<file path="src/sv/reb_pkg.sv">
// ----------------------------------------------------------------------------
// reb_pkg: shared types and constants for the rotary encoder/button input
// Transaction structs, configuration indexes and the quadrature decode table.
// ----------------------------------------------------------------------------
package reb_pkg;

    localparam int POS_WIDTH  = 16;
    localparam int TIME_WIDTH = 32;

    typedef logic [TIME_WIDTH-1:0]       t_time;
    typedef logic signed [POS_WIDTH-1:0] t_pos;

    // configuration register indexes
    typedef enum logic [1:0] {
        CFG_EDGE_LOCKOUT = 2'd0,
        CFG_DEBOUNCE     = 2'd1,
        CFG_LONG_PRESS   = 2'd2
    } t_cfg_idx;

    localparam logic [7:0]  RST_EDGE_LOCKOUT = 8'd5;
    localparam logic [15:0] RST_DEBOUNCE     = 16'd50;
    localparam logic [15:0] RST_LONG_PRESS   = 16'd800;

    // reset pin pair: both encoder pins idle high
    localparam logic [1:0] PIN_PAIR_IDLE = 2'b11;

    // input function codes
    localparam logic FUNC_PIN_EVENT = 1'b0;
    localparam logic FUNC_POLL      = 1'b1;

    // rotation step codes
    localparam logic signed [1:0] DIR_NONE = 2'sb00;
    localparam logic signed [1:0] DIR_UP   = 2'sb01;
    localparam logic signed [1:0] DIR_DOWN = 2'sb11;

    typedef struct packed {
        logic                  func;
        logic [31:0]           time_ms;
        logic                  clk_level;
        logic                  dt_level;
        logic                  sw_level;
    } t_in;

    typedef struct packed {
        logic signed [1:0]     rotate_dir;
        logic                  click;
        logic                  long_press;
        logic signed [15:0]    position;
    } t_out;

    typedef struct packed {
        logic click;
        logic long_press;
    } t_btn_evt;

    // quadrature transition decode: {previous pair, new pair} -> step
    function automatic logic signed [1:0] quad_step(input logic [3:0] code);
        logic signed [1:0] step;
        step = DIR_NONE;
        if (code inside {4'b1101, 4'b0100, 4'b0010, 4'b1011}) begin
            step = DIR_UP;
        end else if (code inside {4'b1110, 4'b0111, 4'b0001, 4'b1000}) begin
            step = DIR_DOWN;
        end
        return step;
    endfunction

endpackage

</file>
<file path="src/sv/reb_button.sv">
// ----------------------------------------------------------------------------
// reb_button: push-button debounce and click / long press classifier
// Updates press state on each poll and flags clicks and long presses.
// ----------------------------------------------------------------------------
module reb_button (
    input  logic              i_clk,
    input  logic              i_rst_n,
    input  logic              i_poll,
    input  reb_pkg::t_time    i_time,
    input  logic              i_sw_level,
    input  logic [15:0]       i_debounce,
    input  logic [15:0]       i_long_press,
    output reb_pkg::t_btn_evt o_evt
);
    import reb_pkg::*;

    t_time r_press_time, n_press_time;
    t_time r_release_time, n_release_time;
    logic  r_was_down, n_was_down;
    logic  r_reported, n_reported;

    t_time    press_dur;
    t_time    since_release;
    t_time    debounce_w;
    t_time    long_w;
    logic     pressed;
    t_btn_evt evt;

    assign pressed       = ~i_sw_level;
    assign press_dur     = i_time - r_press_time;
    assign since_release = i_time - r_release_time;
    assign debounce_w    = TIME_WIDTH'(i_debounce);
    assign long_w        = TIME_WIDTH'(i_long_press);

    always_comb begin
        n_press_time   = r_press_time;
        n_release_time = r_release_time;
        n_was_down     = r_was_down;
        n_reported     = r_reported;
        evt            = '0;
        if (i_poll) begin
            if (pressed != r_was_down) begin
                if (pressed) begin
                    if (since_release > debounce_w) begin
                        n_press_time = i_time;
                        n_reported   = 1'b0;
                    end
                end else if (press_dur > debounce_w) begin
                    n_release_time = i_time;
                    if (!r_reported) begin
                        // past debounce already, so anything short of long is a click
                        if (press_dur >= long_w) begin
                            evt.long_press = 1'b1;
                        end else begin
                            evt.click = 1'b1;
                        end
                        n_reported = 1'b1;
                    end
                end
                // bounces still track the level
                n_was_down = pressed;
            end else if (pressed && !r_reported && press_dur >= long_w) begin
                evt.long_press = 1'b1;
                n_reported     = 1'b1;
            end
        end
    end

    always_ff @(posedge i_clk) begin
        if (!i_rst_n) begin
            r_press_time   <= '0;
            r_release_time <= '0;
            r_was_down     <= 1'b0;
            r_reported     <= 1'b0;
        end else begin
            r_press_time   <= n_press_time;
            r_release_time <= n_release_time;
            r_was_down     <= n_was_down;
            r_reported     <= n_reported;
        end
    end

    assign o_evt = evt;

endmodule

</file>
<file path="src/sv/rotary_encoder_button_input.sv">
// ----------------------------------------------------------------------------
// rotary_encoder_button_input: quadrature encoder and button qualifier
// Decodes encoder pin events into a position and reports steps and button
// clicks or long presses on polls.
// ----------------------------------------------------------------------------
// Usage:
//   Input channel (i_in_valid / o_in_ready / i_in_data) carries pin-change
//   events and polls. Every input transaction gives exactly one output
//   transaction on o_out_valid / i_out_ready / o_out_data.
//   A transaction is captured in an input register, processed against the
//   state registers, and lands in the output register, which drives
//   o_out_valid. Throughput is one transaction per cycle while the receiver
//   does not stall; the state update is a single pass of 32-bit time
//   subtracts and compares plus a 16-bit add.
//   When the receiver stalls, the output register holds its transaction and
//   the input register keeps one more; o_in_ready drops once both are full.
//   Reset clears position, timestamps and button state, restores the
//   configuration defaults (lockout 5, debounce 50, long press 800 ms) and
//   empties both registers. Configuration is written through i_cfg_we /
//   i_cfg_index / i_cfg_data, and the user must write it only while no
//   transaction is in flight; the block itself does not enforce this.
// ----------------------------------------------------------------------------
module rotary_encoder_button_input (
    input  logic          i_clk,
    input  logic          i_rst_n,
    input  logic          i_in_valid,
    output logic          o_in_ready,
    input  reb_pkg::t_in  i_in_data,
    output logic          o_out_valid,
    input  logic          i_out_ready,
    output reb_pkg::t_out o_out_data,
    input  logic          i_cfg_we,
    input  logic [1:0]    i_cfg_index,
    input  logic [15:0]   i_cfg_data
);
    import reb_pkg::*;

    // configuration
    logic [7:0]  r_edge_lockout;
    logic [15:0] r_debounce;
    logic [15:0] r_long_press;

    // pipeline registers
    logic r_in_valid;
    t_in  r_in;
    logic r_out_valid;
    t_out r_out, n_out;

    // encoder state
    t_pos       r_enc_pos, n_enc_pos;
    t_pos       r_rep_pos, n_rep_pos;
    logic [1:0] r_last_pair, n_last_pair;
    t_time      r_last_edge, n_last_edge;

    logic              advance;
    logic              step;
    logic              poll;
    t_time             now;
    t_time             since_edge;
    logic [1:0]        pair;
    logic signed [1:0] qstep;
    t_pos              pos_diff;
    t_btn_evt          btn_evt;

    assign advance    = ~r_out_valid | i_out_ready;
    assign step       = r_in_valid & advance;
    assign poll       = step & (r_in.func == FUNC_POLL);
    assign o_in_ready = ~r_in_valid | advance;

    assign now        = TIME_WIDTH'(r_in.time_ms);
    assign since_edge = now - r_last_edge;
    assign pair       = {r_in.clk_level, r_in.dt_level};
    assign qstep      = quad_step({r_last_pair, pair});
    assign pos_diff   = r_enc_pos - r_rep_pos;

    reb_button u_button (
        .i_clk        (i_clk),
        .i_rst_n      (i_rst_n),
        .i_poll       (poll),
        .i_time       (now),
        .i_sw_level   (r_in.sw_level),
        .i_debounce   (r_debounce),
        .i_long_press (r_long_press),
        .o_evt        (btn_evt)
    );

    always_comb begin
        n_enc_pos   = r_enc_pos;
        n_rep_pos   = r_rep_pos;
        n_last_pair = r_last_pair;
        n_last_edge = r_last_edge;
        n_out       = '0;
        if (r_in.func == FUNC_PIN_EVENT) begin
            // edges inside the lockout window are dropped entirely
            if (since_edge >= TIME_WIDTH'(r_edge_lockout)) begin
                n_last_edge = now;
                n_last_pair = pair;
                if (qstep == DIR_UP) begin
                    n_enc_pos = r_enc_pos + t_pos'(1);
                end else if (qstep == DIR_DOWN) begin
                    n_enc_pos = r_enc_pos - t_pos'(1);
                end
            end
        end else begin
            if (r_enc_pos != r_rep_pos) begin
                n_out.rotate_dir = pos_diff[POS_WIDTH-1] ? DIR_DOWN : DIR_UP;
                n_rep_pos        = r_enc_pos;
            end
            n_out.click      = btn_evt.click;
            n_out.long_press = btn_evt.long_press;
        end
        n_out.position = 16'(n_enc_pos);
    end

    always_ff @(posedge i_clk) begin
        if (!i_rst_n) begin
            r_edge_lockout <= RST_EDGE_LOCKOUT;
            r_debounce     <= RST_DEBOUNCE;
            r_long_press   <= RST_LONG_PRESS;
        end else if (i_cfg_we) begin
            case (i_cfg_index)
                CFG_EDGE_LOCKOUT: r_edge_lockout <= i_cfg_data[7:0];
                CFG_DEBOUNCE:     r_debounce     <= i_cfg_data;
                CFG_LONG_PRESS:   r_long_press   <= i_cfg_data;
                default:          ;
            endcase
        end
    end

    always_ff @(posedge i_clk) begin
        if (!i_rst_n) begin
            r_in_valid  <= 1'b0;
            r_out_valid <= 1'b0;
            r_enc_pos   <= '0;
            r_rep_pos   <= '0;
            r_last_pair <= PIN_PAIR_IDLE;
            r_last_edge <= '0;
        end else begin
            if (o_in_ready) begin
                r_in_valid <= i_in_valid;
            end
            if (advance) begin
                r_out_valid <= r_in_valid;
            end
            if (step) begin
                r_enc_pos   <= n_enc_pos;
                r_rep_pos   <= n_rep_pos;
                r_last_pair <= n_last_pair;
                r_last_edge <= n_last_edge;
            end
        end
    end

    always_ff @(posedge i_clk) begin
        if (o_in_ready && i_in_valid) begin
            r_in <= i_in_data;
        end
        if (step) begin
            r_out <= n_out;
        end
    end

    assign o_out_valid = r_out_valid;
    assign o_out_data  = r_out;

endmodule

</file>
<file path="config.mk">
export PLATFORM = sky130hd
export DESIGN_NAME = rotary_encoder_button_input
export DESIGN_NICKNAME = d
export VERILOG_FILES = /design/src/sv/reb_pkg.sv /design/src/sv/reb_button.sv /design/src/sv/rotary_encoder_button_input.sv
export SDC_FILE = /design/constraint.sdc
export NUM_CORES = 1
export LEC_CHECK = 0
export BUFFER_PORTS_ARGS = -buffer_cell sky130_fd_sc_hd__buf_4
export CORE_UTILIZATION = 55
export CTS_CLUSTER_DIAMETER = 30
export DETAILED_ROUTE_END_ITERATION = 7
export GPL_TIMING_DRIVEN = 0
export PLACE_DENSITY_LB_ADDON = 0.15
export SETUP_SLACK_MARGIN = 0.2
export SLEW_MARGIN = 40
export SYNTH_ARGS = -nofsm -noshare
export SYNTH_HDL_FRONTEND = slang
export SYNTH_SLANG_ARGS = --single-unit
</file>
<file path="constraint.sdc">
create_clock -name i_clk -period 11.7 [get_ports i_clk]
set_clock_uncertainty 0.05 [all_clocks]
set_input_delay 1.17 -clock i_clk [delete_from_list [all_inputs] [get_ports i_clk]]
set_output_delay 1.17 -clock i_clk [all_outputs]
set_load 0.05 [all_outputs]
</file>
==> results.py, run 1 <==
metrics = {
    "run_status": {
        "status": "finished, final reports clean",
    },
    "synth": {
        "synthFlopType": "dfxtp_1",
        "synth-seq-area-share_pct": 31.3,
        "syn-num-nets": 2283,
        "avgSynthCellArea_sq_um": 8.04,
        "synth_warnings": 0,
        "synth_top_area_share_pct": 21.1,
        "async_flop_share_pct": 0,
        "ys_types": 86,
        "synthCells": 2054,
        "yosysTopAreaCell": "dfxtp_1",
        "synth_area_sq_um": 16500,
        "netlist_top_cells_count": "209 x a21oi_1, 206 x nand2_1, 194 x nor2_1",
        "yosys-top-cells-area": "dfxtp_1 21%, ha_1 13%, edfxtp_1 10%",
        "synth_most_common_cell": "a21oi_1",
        "synth-edff-count": 56,
        "ys_ff_latch": 230,
    },
    "place": {
        "port_buffers": 80,
        "place_congestion": 0.949,
        "place_area_sq_um": 17700,
        "dp_hpwl_um": 36000,
    },
    "final_layout": {
        "area_delta_synth_final_pct": 18.8,
        "drive_gt1_share_pct": 10.4,
        "diodes": 0,
        "finalInstanceArea_sq_um": 19600,
        "fill_cells": 2459,
        "final_nets": 2420,
    },
    "floorplan": {
        "start_util_pct": 55.9,
        "fp.dieArea_sq_um": 30700,
        "row_count": 63,
        "die_h_um": 175,
        "core_area_sq_um": 29600,
        "die_w_um": 175,
        "io_pins": 81,
    },
    "critical_path": {
        "r2r-start": "now[0]$_DFFE_PP_",
        "critical_path.max_stage_delay_ns": 0.66,
        "timing.rr.end": "r_last_pair[0]$_SDFFE_PN1P_",
        "crit_arrival_ns": 6.11,
        "ff2ff_path_depth": 20,
        "start_kind": "flop",
        "crit_buf_inv": 3,
        "cp_max_fo": 10,
        "setup.worst_path.class": "reg -> reg",
        "setup.worst_path.end_class": "flop",
        "crit_family": "compound AO/OA/AOI/OAI gates",
        "path_cells": "inv_1 -> ha_1 -> inv_1 -> fa_1 -> a21oi_1 -> o22ai_1 -> nor2_1 -> xnor2_1 -> ha_1 -> nor2b_1 -> o21ai_0 -> o2111a_1 -> o2111ai_1 -> a2111oi_0 -> nand4_1 -> nor4_4 -> nor2_2 -> buf_6 -> mux2i_1 -> nand2_1",
        "cp.required_ns": 12.05,
        "path_depth": 20,
        "slowest_stage": "nor4_4",
        "r2r_setup_slack_ns": 5.94,
    },
    "clock_network": {
        "post_cts_buffers": 0,
        "root_buffer": "clkbuf_16",
        "cts_made_buffers": 54,
        "post_cts_resized": 0,
        "postCtsHoldBufs": 0,
        "clockBufferDepth": 3,
        "clk_latency_ns": 0.57,
        "clk_pin_slew_ns": 0.05,
        "htree_levels": 2,
        "cts_tree": "done",
        "cts_sinks": 230,
    },
    "power": {
        "pwr_density_cell_nw_per_um2": 153,
        "ir_drop_mv": 0.143,
        "p_leak_nw": 7.54,
    },
    "timing": {
        "fmax_ghz": 0.174,
        "whs_ns": 0.399,
        "hold_violations": 0,
        "final-setup-viol-count": 0,
        "finalSetupTns_ns": 0,
        "rsz0062_at_grt": "false",
        "relSlewSlack_pct": 43.6,
        "fin_crit_sh_pct": 49.2,
        "report.final.slew_viol_count": 0,
        "post-route-min-period_ns": 5.76,
        "worstMarginPinSlew_ns": 0.835,
    },
    "hold_path": {
        "hold_path.class": "reg -> reg",
        "worst_hold_path.num_cells": 2,
        "min_to": "r_long_press[3]$_SDFFE_PN0P_",
        "holdCritStartpoint": "r_long_press[3]$_SDFFE_PN0P_",
    },
    "drt": {
        "wl_met3_um": 2440,
        "met2_length_um": 22200,
        "viasPerCell": 5.86,
        "wire_per_inst_um": 17.9,
        "num_vias": 15400,
        "top_layer": "met4",
        "drt_iter0_drc": 1005,
        "wl_um": 46900,
        "ant_nets": 0,
        "wl_met1_um": 20400,
        "dr.pass1.iters": 7,
        "route.detailed.drc": 0,
    },
    "flow_run": {
        "drv_cap": 0,
    },
    "global_routing": {
        "grt.overflow.total": 0,
        "grt_max_degree": 36,
        "grt_pass1_wl_um": 75700,
        "grt_util_all_layers_pct": 30.7,
        "grt_pass1_vias": 15200,
        "antenna_found_initial": 0,
    },
}
where the power goes:
part | switching (W) | internal (W) | leakage [nW]
clock network | 0.000496 | 0.00111 | 0.953
logic | 0.000326 | 0.000202 | 4.64
registers | 0.0000269 | 0.000848 | 1.95
total | 0.000848 | 0.00216 | 7.54
worst min-delay path: stages (launching register included):
cell and delay [ns]:
dfxtp_1 0.30, nand2_1 0.05, a21oi_1 0.05
through the flow:
stage                     util, %  std cells  setup slack [ns]  total power, W
final                        66.4       2627              5.94         0.00301
after global placement       59.6       2524              6.05         0.00139
after detailed placement     59.7       2525              6.00         0.00140
after global routing         66.4       2627              5.59         0.00313
after floorplan                 -       2054              7.35         0.00125
after CTS                    66.4       2627              5.95         0.00302
cell usage in the layout, fill, tap and decap left out, drive strengths merged, types with 10 or more instances in the layout:
| cell | netlist | layout |
|---|---|---|
| a211oi | 16 | 16 |
| a21o | 37 | 37 |
| a21oi | 209 | 209 |
| a31oi | 16 | 16 |
| and2 | 12 | 12 |
| and3 | 13 | 13 |
| and4 | 10 | 10 |
| buf | 17 | 98 |
| clkbuf | 77 | 140 |
| clkinv | 0 | 14 |
| dfxtp | 174 | 174 |
| edfxtp | 56 | 56 |
| ha | 167 | 167 |
| inv | 180 | 188 |
| mux2i | 76 | 76 |
| nand2 | 206 | 206 |
| nand2b | 18 | 18 |
| nand3 | 62 | 62 |
| nand4 | 36 | 36 |
| nor2 | 195 | 195 |
| nor2b | 15 | 15 |
| nor3 | 38 | 38 |
| nor4 | 19 | 19 |
| o2111ai | 10 | 10 |
| o211ai | 17 | 17 |
| o21a | 29 | 29 |
| o21ai | 105 | 105 |
| o31ai | 13 | 13 |
| or2 | 12 | 12 |
| or3 | 11 | 11 |
| xnor2 | 51 | 51 |
| xor2 | 31 | 31 |
final cells by class:
class | instances | area [sq um] | area share [%]
well taps | 390 | 488 | 2.49
multi-input cells | 1550 | 10300 | 52.5
clock inverters | 39 | 492 | 2.50
repair buffers | 81 | 621 | 3.16
inverters | 180 | 676 | 3.44
plain buffers | 94 | 392 | 1.99
flip-flops and latches | 230 | 5160 | 26.3
clock buffers | 63 | 1490 | 7.59
sequential cells by signal (all words and copies together) (netlist names):
name                     cells
now                         32
r_last_edge                 32
u_button.r_press_time       32
u_button.r_release_time     32
o_out_data                  20
r_debounce                  16
r_enc_pos                   16
r_long_press                16
r_rep_pos                   16
r_edge_lockout               8
pair                         2
r_in                         2
r_last_pair                  2
o_out_valid                  1
r_in_valid                   1
u_button.r_reported          1
u_button.r_was_down          1
cells by family after synthesis:
kind of cell             share of synthesized area, %
AO/OA/AOI/OAI                                    21.3
flip-flops                                       31.3
adder cells (fa/ha/maj)                          13.0
XOR/XNOR                                         4.35
AND/OR/NAND/NOR                                  18.9
multiplexers                                     4.74
buffers and inverters                            6.45
layer usage:
layer / track usage [%] / up-vias
met3: 4.59 / 131
met4: 13.5 / 0
met1: 37.8 / 7200
met5: 0 / -
met2: 53.1 / 448
li1: - / 7617
worst max-delay path by stage:
| stage | start | endpoint | slack [ns] |
|---|---|---|---|
| floorplan | now[1]$_DFFE_PP_ | o_out_data[16]$_SDFFCE_PN0P_ | 7.35 |
| global placement | now[0]$_DFFE_PP_ | r_last_edge[31]$_SDFFE_PN0P_ | 6.05 |
| detailed placement | now[0]$_DFFE_PP_ | r_last_edge[7]$_SDFFE_PN0P_ | 6.00 |
| CTS | now[0]$_DFFE_PP_ | r_last_pair[0]$_SDFFE_PN1P_ | 5.95 |
| global route | now[0]$_DFFE_PP_ | r_last_pair[1]$_SDFFE_PN1P_ | 5.59 |
| finish | now[0]$_DFFE_PP_ | r_last_pair[0]$_SDFFE_PN1P_ | 5.94 |
(Power assumes the default switching activity.)
==> inputs of run 2 (changes only) <==
--- a/config.mk
+++ b/config.mk
@@ -5,6 +5,7 @@
 export SDC_FILE = /design/constraint.sdc
 export NUM_CORES = 1
 export LEC_CHECK = 0
+export ABC_AREA = 1
 export BUFFER_PORTS_ARGS = -buffer_cell sky130_fd_sc_hd__buf_4
 export CORE_UTILIZATION = 55
 export CTS_CLUSTER_DIAMETER = 30
==> constraint.sdc (replaced) <==
create_clock -name i_clk -period 4.7 [get_ports i_clk]
set_clock_uncertainty 0.05 [all_clocks]
set_input_delay 0.47 -clock i_clk [delete_from_list [all_inputs] [get_ports i_clk]]
set_output_delay 0.47 -clock i_clk [all_outputs]
set_load 0.05 [all_outputs]
==> run 2 against run 1 <==
Die area rose by 8.0%. Global-route usage rose by 4.4 points. Clock-buffer cell count rose by 1. Power rose to 2.6 times the previous value. Maximum frequency rose by 34%. Synthesized cell count rose by 36%. Register-to-register slack got worse by 5.5 ns. Utilization rose by 1.2 points.
==> results.py, run 2 <==
metrics = {
    "run_status": {
        "status": "finished, final reports clean",
    },
    "global_routing": {
        "grt_pass1_vias": 17500,
        "grt_util_all_layers_pct": 35.1,
        "grt_max_degree": 20,
        "grt.overflow.total": 0,
        "antenna_found_initial": 0,
        "grt_pass1_wl_um": 92000,
    },
    "final_layout": {
        "final_cell_mix": "744 x nand2_1, 485 x inv_1, 282 x a21oi_1",
        "area_delta_synth_final_pct": 20.3,
        "finalInstanceArea_sq_um": 21500,
        "diodes": 0,
        "final_nets": 3198,
        "drive_gt1_share_pct": 8.29,
        "final_common_cell": "nand2_1",
    },
    "hold_path": {
        "hold_path.class": "in -> reg",
        "worst_hold_path.num_cells": 1,
        "holdCritStartpoint": "i_in_data[14]",
        "min_to": "now[11]$_DFFE_PP_",
    },
    "place": {
        "dp_hpwl_um": 45000,
        "place_area_sq_um": 19100,
        "pre_cts_ws_ns": 0.167,
        "place_congestion": 0.967,
        "port_buffers": 80,
    },
    "synth": {
        "synth_most_common_cell": "nand2_1",
        "synthFlopType": "dfxtp_1",
        "synth-edff-count": 56,
        "synth_top_area_share_pct": 19.5,
        "yosys-top-cells-area": "dfxtp_1 19%, nand2_1 16%, ha_1 12%",
        "async_flop_share_pct": 0,
        "syn-num-nets": 3021,
        "synthCells": 2792,
        "avgSynthCellArea_sq_um": 6.40,
        "yosysTopAreaCell": "dfxtp_1",
        "ys_types": 45,
        "synth-seq-area-share_pct": 28.9,
        "synth_warnings": 0,
        "ys_ff_latch": 230,
        "netlist_top_cells_count": "747 x nand2_1, 487 x inv_1, 282 x a21oi_1",
        "synth_area_sq_um": 17900,
    },
    "drt": {
        "num_vias": 18900,
        "wl_um": 58100,
        "wire_per_inst_um": 16.8,
        "drt_iter0_drc": 1510,
        "route.detailed.drc": 0,
        "ant_nets": 0,
        "viasPerCell": 5.46,
        "dr.pass1.iters": 8,
    },
    "floorplan": {
        "io_pins": 81,
        "row_count": 65,
        "start_util_pct": 56.2,
        "fp.dieArea_sq_um": 33200,
        "core_area_sq_um": 31800,
        "die_w_um": 182,
        "die_h_um": 182,
    },
    "timing": {
        "hold_violations": 0,
        "fmax_ghz": 0.233,
        "post-route-min-period_ns": 4.30,
        "finalSetupTns_ns": 0,
        "rsz0062_at_grt": "true",
        "layout_setup_ws_ns": 0.401,
        "whs_ns": 0.0245,
        "relSlewSlack_pct": 42.9,
        "worstMarginPinSlew_ns": 0.853,
        "report.final.slew_viol_count": 0,
        "fin_crit_sh_pct": 91.5,
        "final-setup-viol-count": 0,
    },
    "critical_path": {
        "crit_arrival_ns": 4.62,
        "r2r_setup_slack_ns": 0.40,
        "r2r-start": "now[0]$_DFFE_PP_",
        "cp.required_ns": 5.02,
        "ff2ff_path_depth": 28,
        "setup.worst_path.end_class": "flop",
        "start_kind": "flop",
        "timing.rr.end": "o_out_data[12]$_DFFE_PP_",
        "critical_path.max_stage_delay_ns": 0.48,
        "crit_top_cell": "nand2_1",
        "slowest_stage": "edfxtp_1",
        "cp_max_fo": 10,
        "setup.worst_path.class": "reg -> reg",
    },
    "clock_network": {
        "clk_latency_ns": 0.62,
        "htree_levels": 2,
        "cts_sinks": 230,
        "clockBufferDepth": 3,
        "cts_made_buffers": 55,
        "root_buffer": "clkbuf_16",
        "cts_tree": "done",
        "clk_pin_slew_ns": 0.05,
    },
    "power": {
        "p_leak_nw": 10.3,
        "ir_drop_mv": 0.501,
        "pwr_density_cell_nw_per_um2": 370,
        "total_power_w": 0.00795,
    },
    "flow_run": {
        "drv_cap": 0,
    },
}
## run 2: repair_timing
action | in CTS | in global routing
gates resized for setup | 2 | 25
hold buffers | 35 | 0
endpoints found under the hold margin | 35 | 0
setup buffers | 0 | 3
pin swaps | 0 | 1
setup endpoints to repair | 21 | 65
## run 2: how the worst max path moves through the flow
stage                      from                  endpoint  slack [ns]  cells past startpoint
3_3_place_gp   now[0]$_DFFE_PP_   o_out_data[0]$_DFFE_PP_        0.19                     28
3_5_place_dp   now[0]$_DFFE_PP_   o_out_data[0]$_DFFE_PP_        0.17                     28
2_1_floorplan  now[0]$_DFFE_PP_   o_out_data[0]$_DFFE_PP_        1.31                     28
4_1_cts        now[0]$_DFFE_PP_   o_out_data[0]$_DFFE_PP_        0.22                     28
6_report       now[0]$_DFFE_PP_  o_out_data[12]$_DFFE_PP_        0.40                     28
5_1_grt        now[0]$_DFFE_PP_  o_out_data[15]$_DFFE_PP_        0.18                     28
## run 2: cell families (layout without fill, tap and decap cells)
kind of cell / count (synthesis) / count (layout) / share of synthesized area (%)
flops: 230 / 230 / 28.9
simple gates: 1297 / 1297 / 30.2
xor+xnor: 44 / 44 / 2.16
fa+ha+maj: 170 / 170 / 12.0
compound gates: 489 / 489 / 14.5
buf+inv: 562 / 786 / 12.2
## run 2: critical path: cells and delay by family, from the launching register on
family | cells | cell delay (ns)
flip-flops | 1 | 0.48
buffers and inverters | 5 | 0.60
AND/OR/NAND/NOR | 19 | 1.86
XOR/XNOR | 1 | 0.21
adder cells (fa/ha/maj) | 3 | 0.84
## run 2: per-layer routing
metal / vias up / track usage, % / wire length, um
met1: 8614 / 47.0 / 26400
met3: 142 / 5.73 / 4060
met5: - / 0 / 0
met2: 728 / 56.6 / 25500
met4: 0 / 13.4 / 2090
li1: 9371 / - / -
## run 2: area by class of cell
class	instances	area, sq um
Buffer	67	340
Inverter	495	1860
Timing Repair Buffer	120	1020
Clock inverter	40	519
Clock buffer	64	1460
Tap cell	435	544
Multi-Input combinational cell	2000	10600
Fill cell	2828	10300
Sequential cell	230	5160
## run 2: metrics by stage
stage,utilization [%],cells
6_report,67.6,3451
2_1_floorplan,-,2792
4_1_cts,67.3,3448
5_1_grt,67.6,3451
3_5_place_dp,59.9,3309
3_3_place_gp,59.8,3307
## run 2: where the power goes
group	internal, W	switching [W]	leakage [nW]	total (W)
Clock	0.00273	0.00131	0.953	0.00403
Combinational	0.000591	0.00110	7.41	0.00169
Sequential	0.00214	0.0000891	1.96	0.00223
==> inputs of run 3 (changes only) <==
--- a/config.mk
+++ b/config.mk
@@ -5,7 +5,6 @@
 export SDC_FILE = /design/constraint.sdc
 export NUM_CORES = 1
 export LEC_CHECK = 0
-export ABC_AREA = 1
 export BUFFER_PORTS_ARGS = -buffer_cell sky130_fd_sc_hd__buf_4
 export CORE_UTILIZATION = 55
 export CTS_CLUSTER_DIAMETER = 30
==> run 3 against run 2 <==
The run now ends with negative setup slack left. Via count fell by 13%. Sequential power fell by 3%. Die area fell by 7.4%. First-iteration DRC count fell by 21%. Critical path type unchanged. Largest power group unchanged. Highest routed layer unchanged.
==> results.py, run 3 (synthesis gave the netlist of run 1 again) <==
metrics = {
    "place": {
        "dp_hpwl_um": 36000,
        "place_congestion": 0.949,
        "port_buffers": 80,
        "pre_cts_ws_ns": -1.00,
    },
    "critical_path": {
        "timing.rr.end": "o_out_data[16]$_SDFFCE_PN0P_",
        "path_cells": "ha_1 -> nor2b_4 -> o31a_1 -> o31a_1 -> buf_4 -> a21oi_1 -> nor2_1 -> nor2_2 -> xnor2_2 -> ha_1 -> nand2_1 -> nor3_4 -> nand2_2 -> o311ai_4 -> o32ai_4 -> nor2b_4 -> and4_1 -> buf_8 -> or3_1 -> a211oi_2",
        "r2r_setup_slack_ns": -0.11,
        "r2r-start": "now[1]$_DFFE_PP_",
        "cp.required_ns": 5.04,
        "cp_max_fo": 5,
        "setup.worst_path.class": "reg -> reg",
        "crit_family": "simple AND/OR/NAND/NOR gates",
        "ff2ff_path_depth": 20,
        "start_kind": "flop",
        "slowest_stage": "edfxtp_1",
        "setup.worst_path.end_class": "flop",
        "crit_arrival_ns": 5.15,
        "crit_buf_inv": 2,
        "critical_path.max_stage_delay_ns": 0.44,
    },
    "drt": {
        "wl_um": 52100,
        "wire_per_inst_um": 19.2,
        "viasPerCell": 6.01,
        "drt_iter0_drc": 1187,
        "route.detailed.drc": 0,
        "dr.pass1.iters": 5,
        "num_vias": 16300,
        "ant_nets": 0,
    },
    "final_layout": {
        "fill_cells": 2157,
        "diodes": 0,
        "area_delta_synth_final_pct": 31.8,
        "post-route-util_pct": 73.7,
        "drive_gt1_share_pct": 20.5,
        "final_common_cell": "nand2_1",
        "final_nets": 2514,
        "final_cell_mix": "202 x nand2_1, 190 x a21oi_1, 177 x nor2_1",
    },
    "floorplan": {
        "core_area_sq_um": 29600,
        "fp.dieArea_sq_um": 30700,
        "io_pins": 81,
        "die_w_um": 175,
        "die_h_um": 175,
        "row_count": 63,
        "start_util_pct": 55.9,
    },
    "clock_network": {
        "cts_sinks": 230,
        "clk_latency_ns": 0.58,
        "cts_tree": "done",
        "htree_levels": 2,
        "clockBufferDepth": 3,
        "root_buffer": "clkbuf_16",
        "cts_made_buffers": 54,
        "clk_pin_slew_ns": 0.05,
    },
    "timing": {
        "layout_setup_ws_ns": -0.109,
        "final-setup-viol-count": 23,
        "whs_ns": 0.0211,
        "worstMarginPinSlew_ns": 0.882,
        "fmax_ghz": 0.208,
        "rsz0062_at_grt": "true",
        "finalSetupTns_ns": -0.831,
        "hold_violations": 0,
        "relSlewSlack_pct": 41.2,
        "report.final.slew_viol_count": 0,
        "post-route-min-period_ns": 4.81,
        "fin_crit_sh_pct": 102,
    },
    "power": {
        "total_power_w": 0.00779,
        "p_leak_nw": 8.33,
        "ir_drop_mv": 0.357,
        "pwr_density_cell_nw_per_um2": 358,
    },
    "global_routing": {
        "grt_util_all_layers_pct": 32.0,
        "grt_pass1_wl_um": 78800,
        "antenna_found_initial": 0,
        "grt_max_degree": 36,
        "grt_pass1_vias": 15800,
        "grt.overflow.total": 0,
    },
    "hold_path": {
        "holdCritStartpoint": "i_in_data[6]",
        "hold_path.class": "in -> reg",
        "worst_hold_path.num_cells": 1,
        "min_to": "now[3]$_DFFE_PP_",
    },
    "run_status": {
        "violations": "negative setup slack",
        "status": "finished with violations",
    },
    "flow_run": {
        "drv_cap": 0,
    },
}
[run 3: cell types whose count changed in the layout (fill, tap and decap cells not counted), sizes merged, moves of 36 or more]
cell | previous run | this run
o21ai | 154 | 105
nand2 | 750 | 206
mux2i | 0 | 76
a21oi | 291 | 209
nand3 | 205 | 62
inv | 496 | 188
buf | 108 | 186
xnor2 | 4 | 51
nor2 | 247 | 196
clkbuf | 108 | 144
[run 3: metal layers]
metal  global-route usage, %  up-vias  wire length (um)
li1                        -     7816                 -
met1                    39.5     7793             21800
met2                    55.3      585             25200
met3                    4.37      151              2880
met4                    14.3        0              2250
met5                       0        -                 0
[run 3: cell type report]
type,instances,area (sq um),area share (%)
Buffer,94,562,2.58
Clock buffer,63,1490,6.84
Clock inverter,39,492,2.26
Inverter,180,676,3.10
Multi-Input combinational cell,1551,11300,52.0
Sequential cell,230,5170,23.7
Tap cell,390,488,2.24
Timing Repair Buffer,174,1570,7.22
[run 3: worst max path at each step]
stage                                start                            to  slack [ns]  depth (start not counted)
after detailed placement  now[0]$_DFFE_PP_   r_last_edge[7]$_SDFFE_PN0P_       -1.00                         20
after CTS                 now[1]$_DFFE_PP_  o_out_data[16]$_SDFFCE_PN0P_       -0.04                         20
after global placement    now[0]$_DFFE_PP_  r_last_edge[31]$_SDFFE_PN0P_       -0.95                         20
after global routing      now[1]$_DFFE_PP_  o_out_data[16]$_SDFFCE_PN0P_       -0.25                         20
final                     now[1]$_DFFE_PP_  o_out_data[16]$_SDFFCE_PN0P_       -0.11                         20
after floorplan           now[1]$_DFFE_PP_  o_out_data[16]$_SDFFCE_PN0P_        0.35                         18
[run 3: timing repair]
action,4_1_cts,5_1_grt
setup endpoints to repair,133,127
pin swaps,51,110
setup buffers,41,42
endpoints found under the hold margin,1,0
hold buffers,1,0
gates resized for setup,112,207
gates cloned,1,9
[run 3: where the power goes]
group          switching (W)  total (W)  internal (W)
registers          0.0000642    0.00217       0.00211
clock network        0.00124    0.00401       0.00277
logic               0.000952    0.00161      0.000654
[run 3: through the flow]
step,cells,area [sq um]
2_1_floorplan,2054,16500
3_3_place_gp,2524,17600
3_5_place_dp,2525,17700
4_1_cts,2670,20500
5_1_grt,2721,21800
6_report,2721,21800
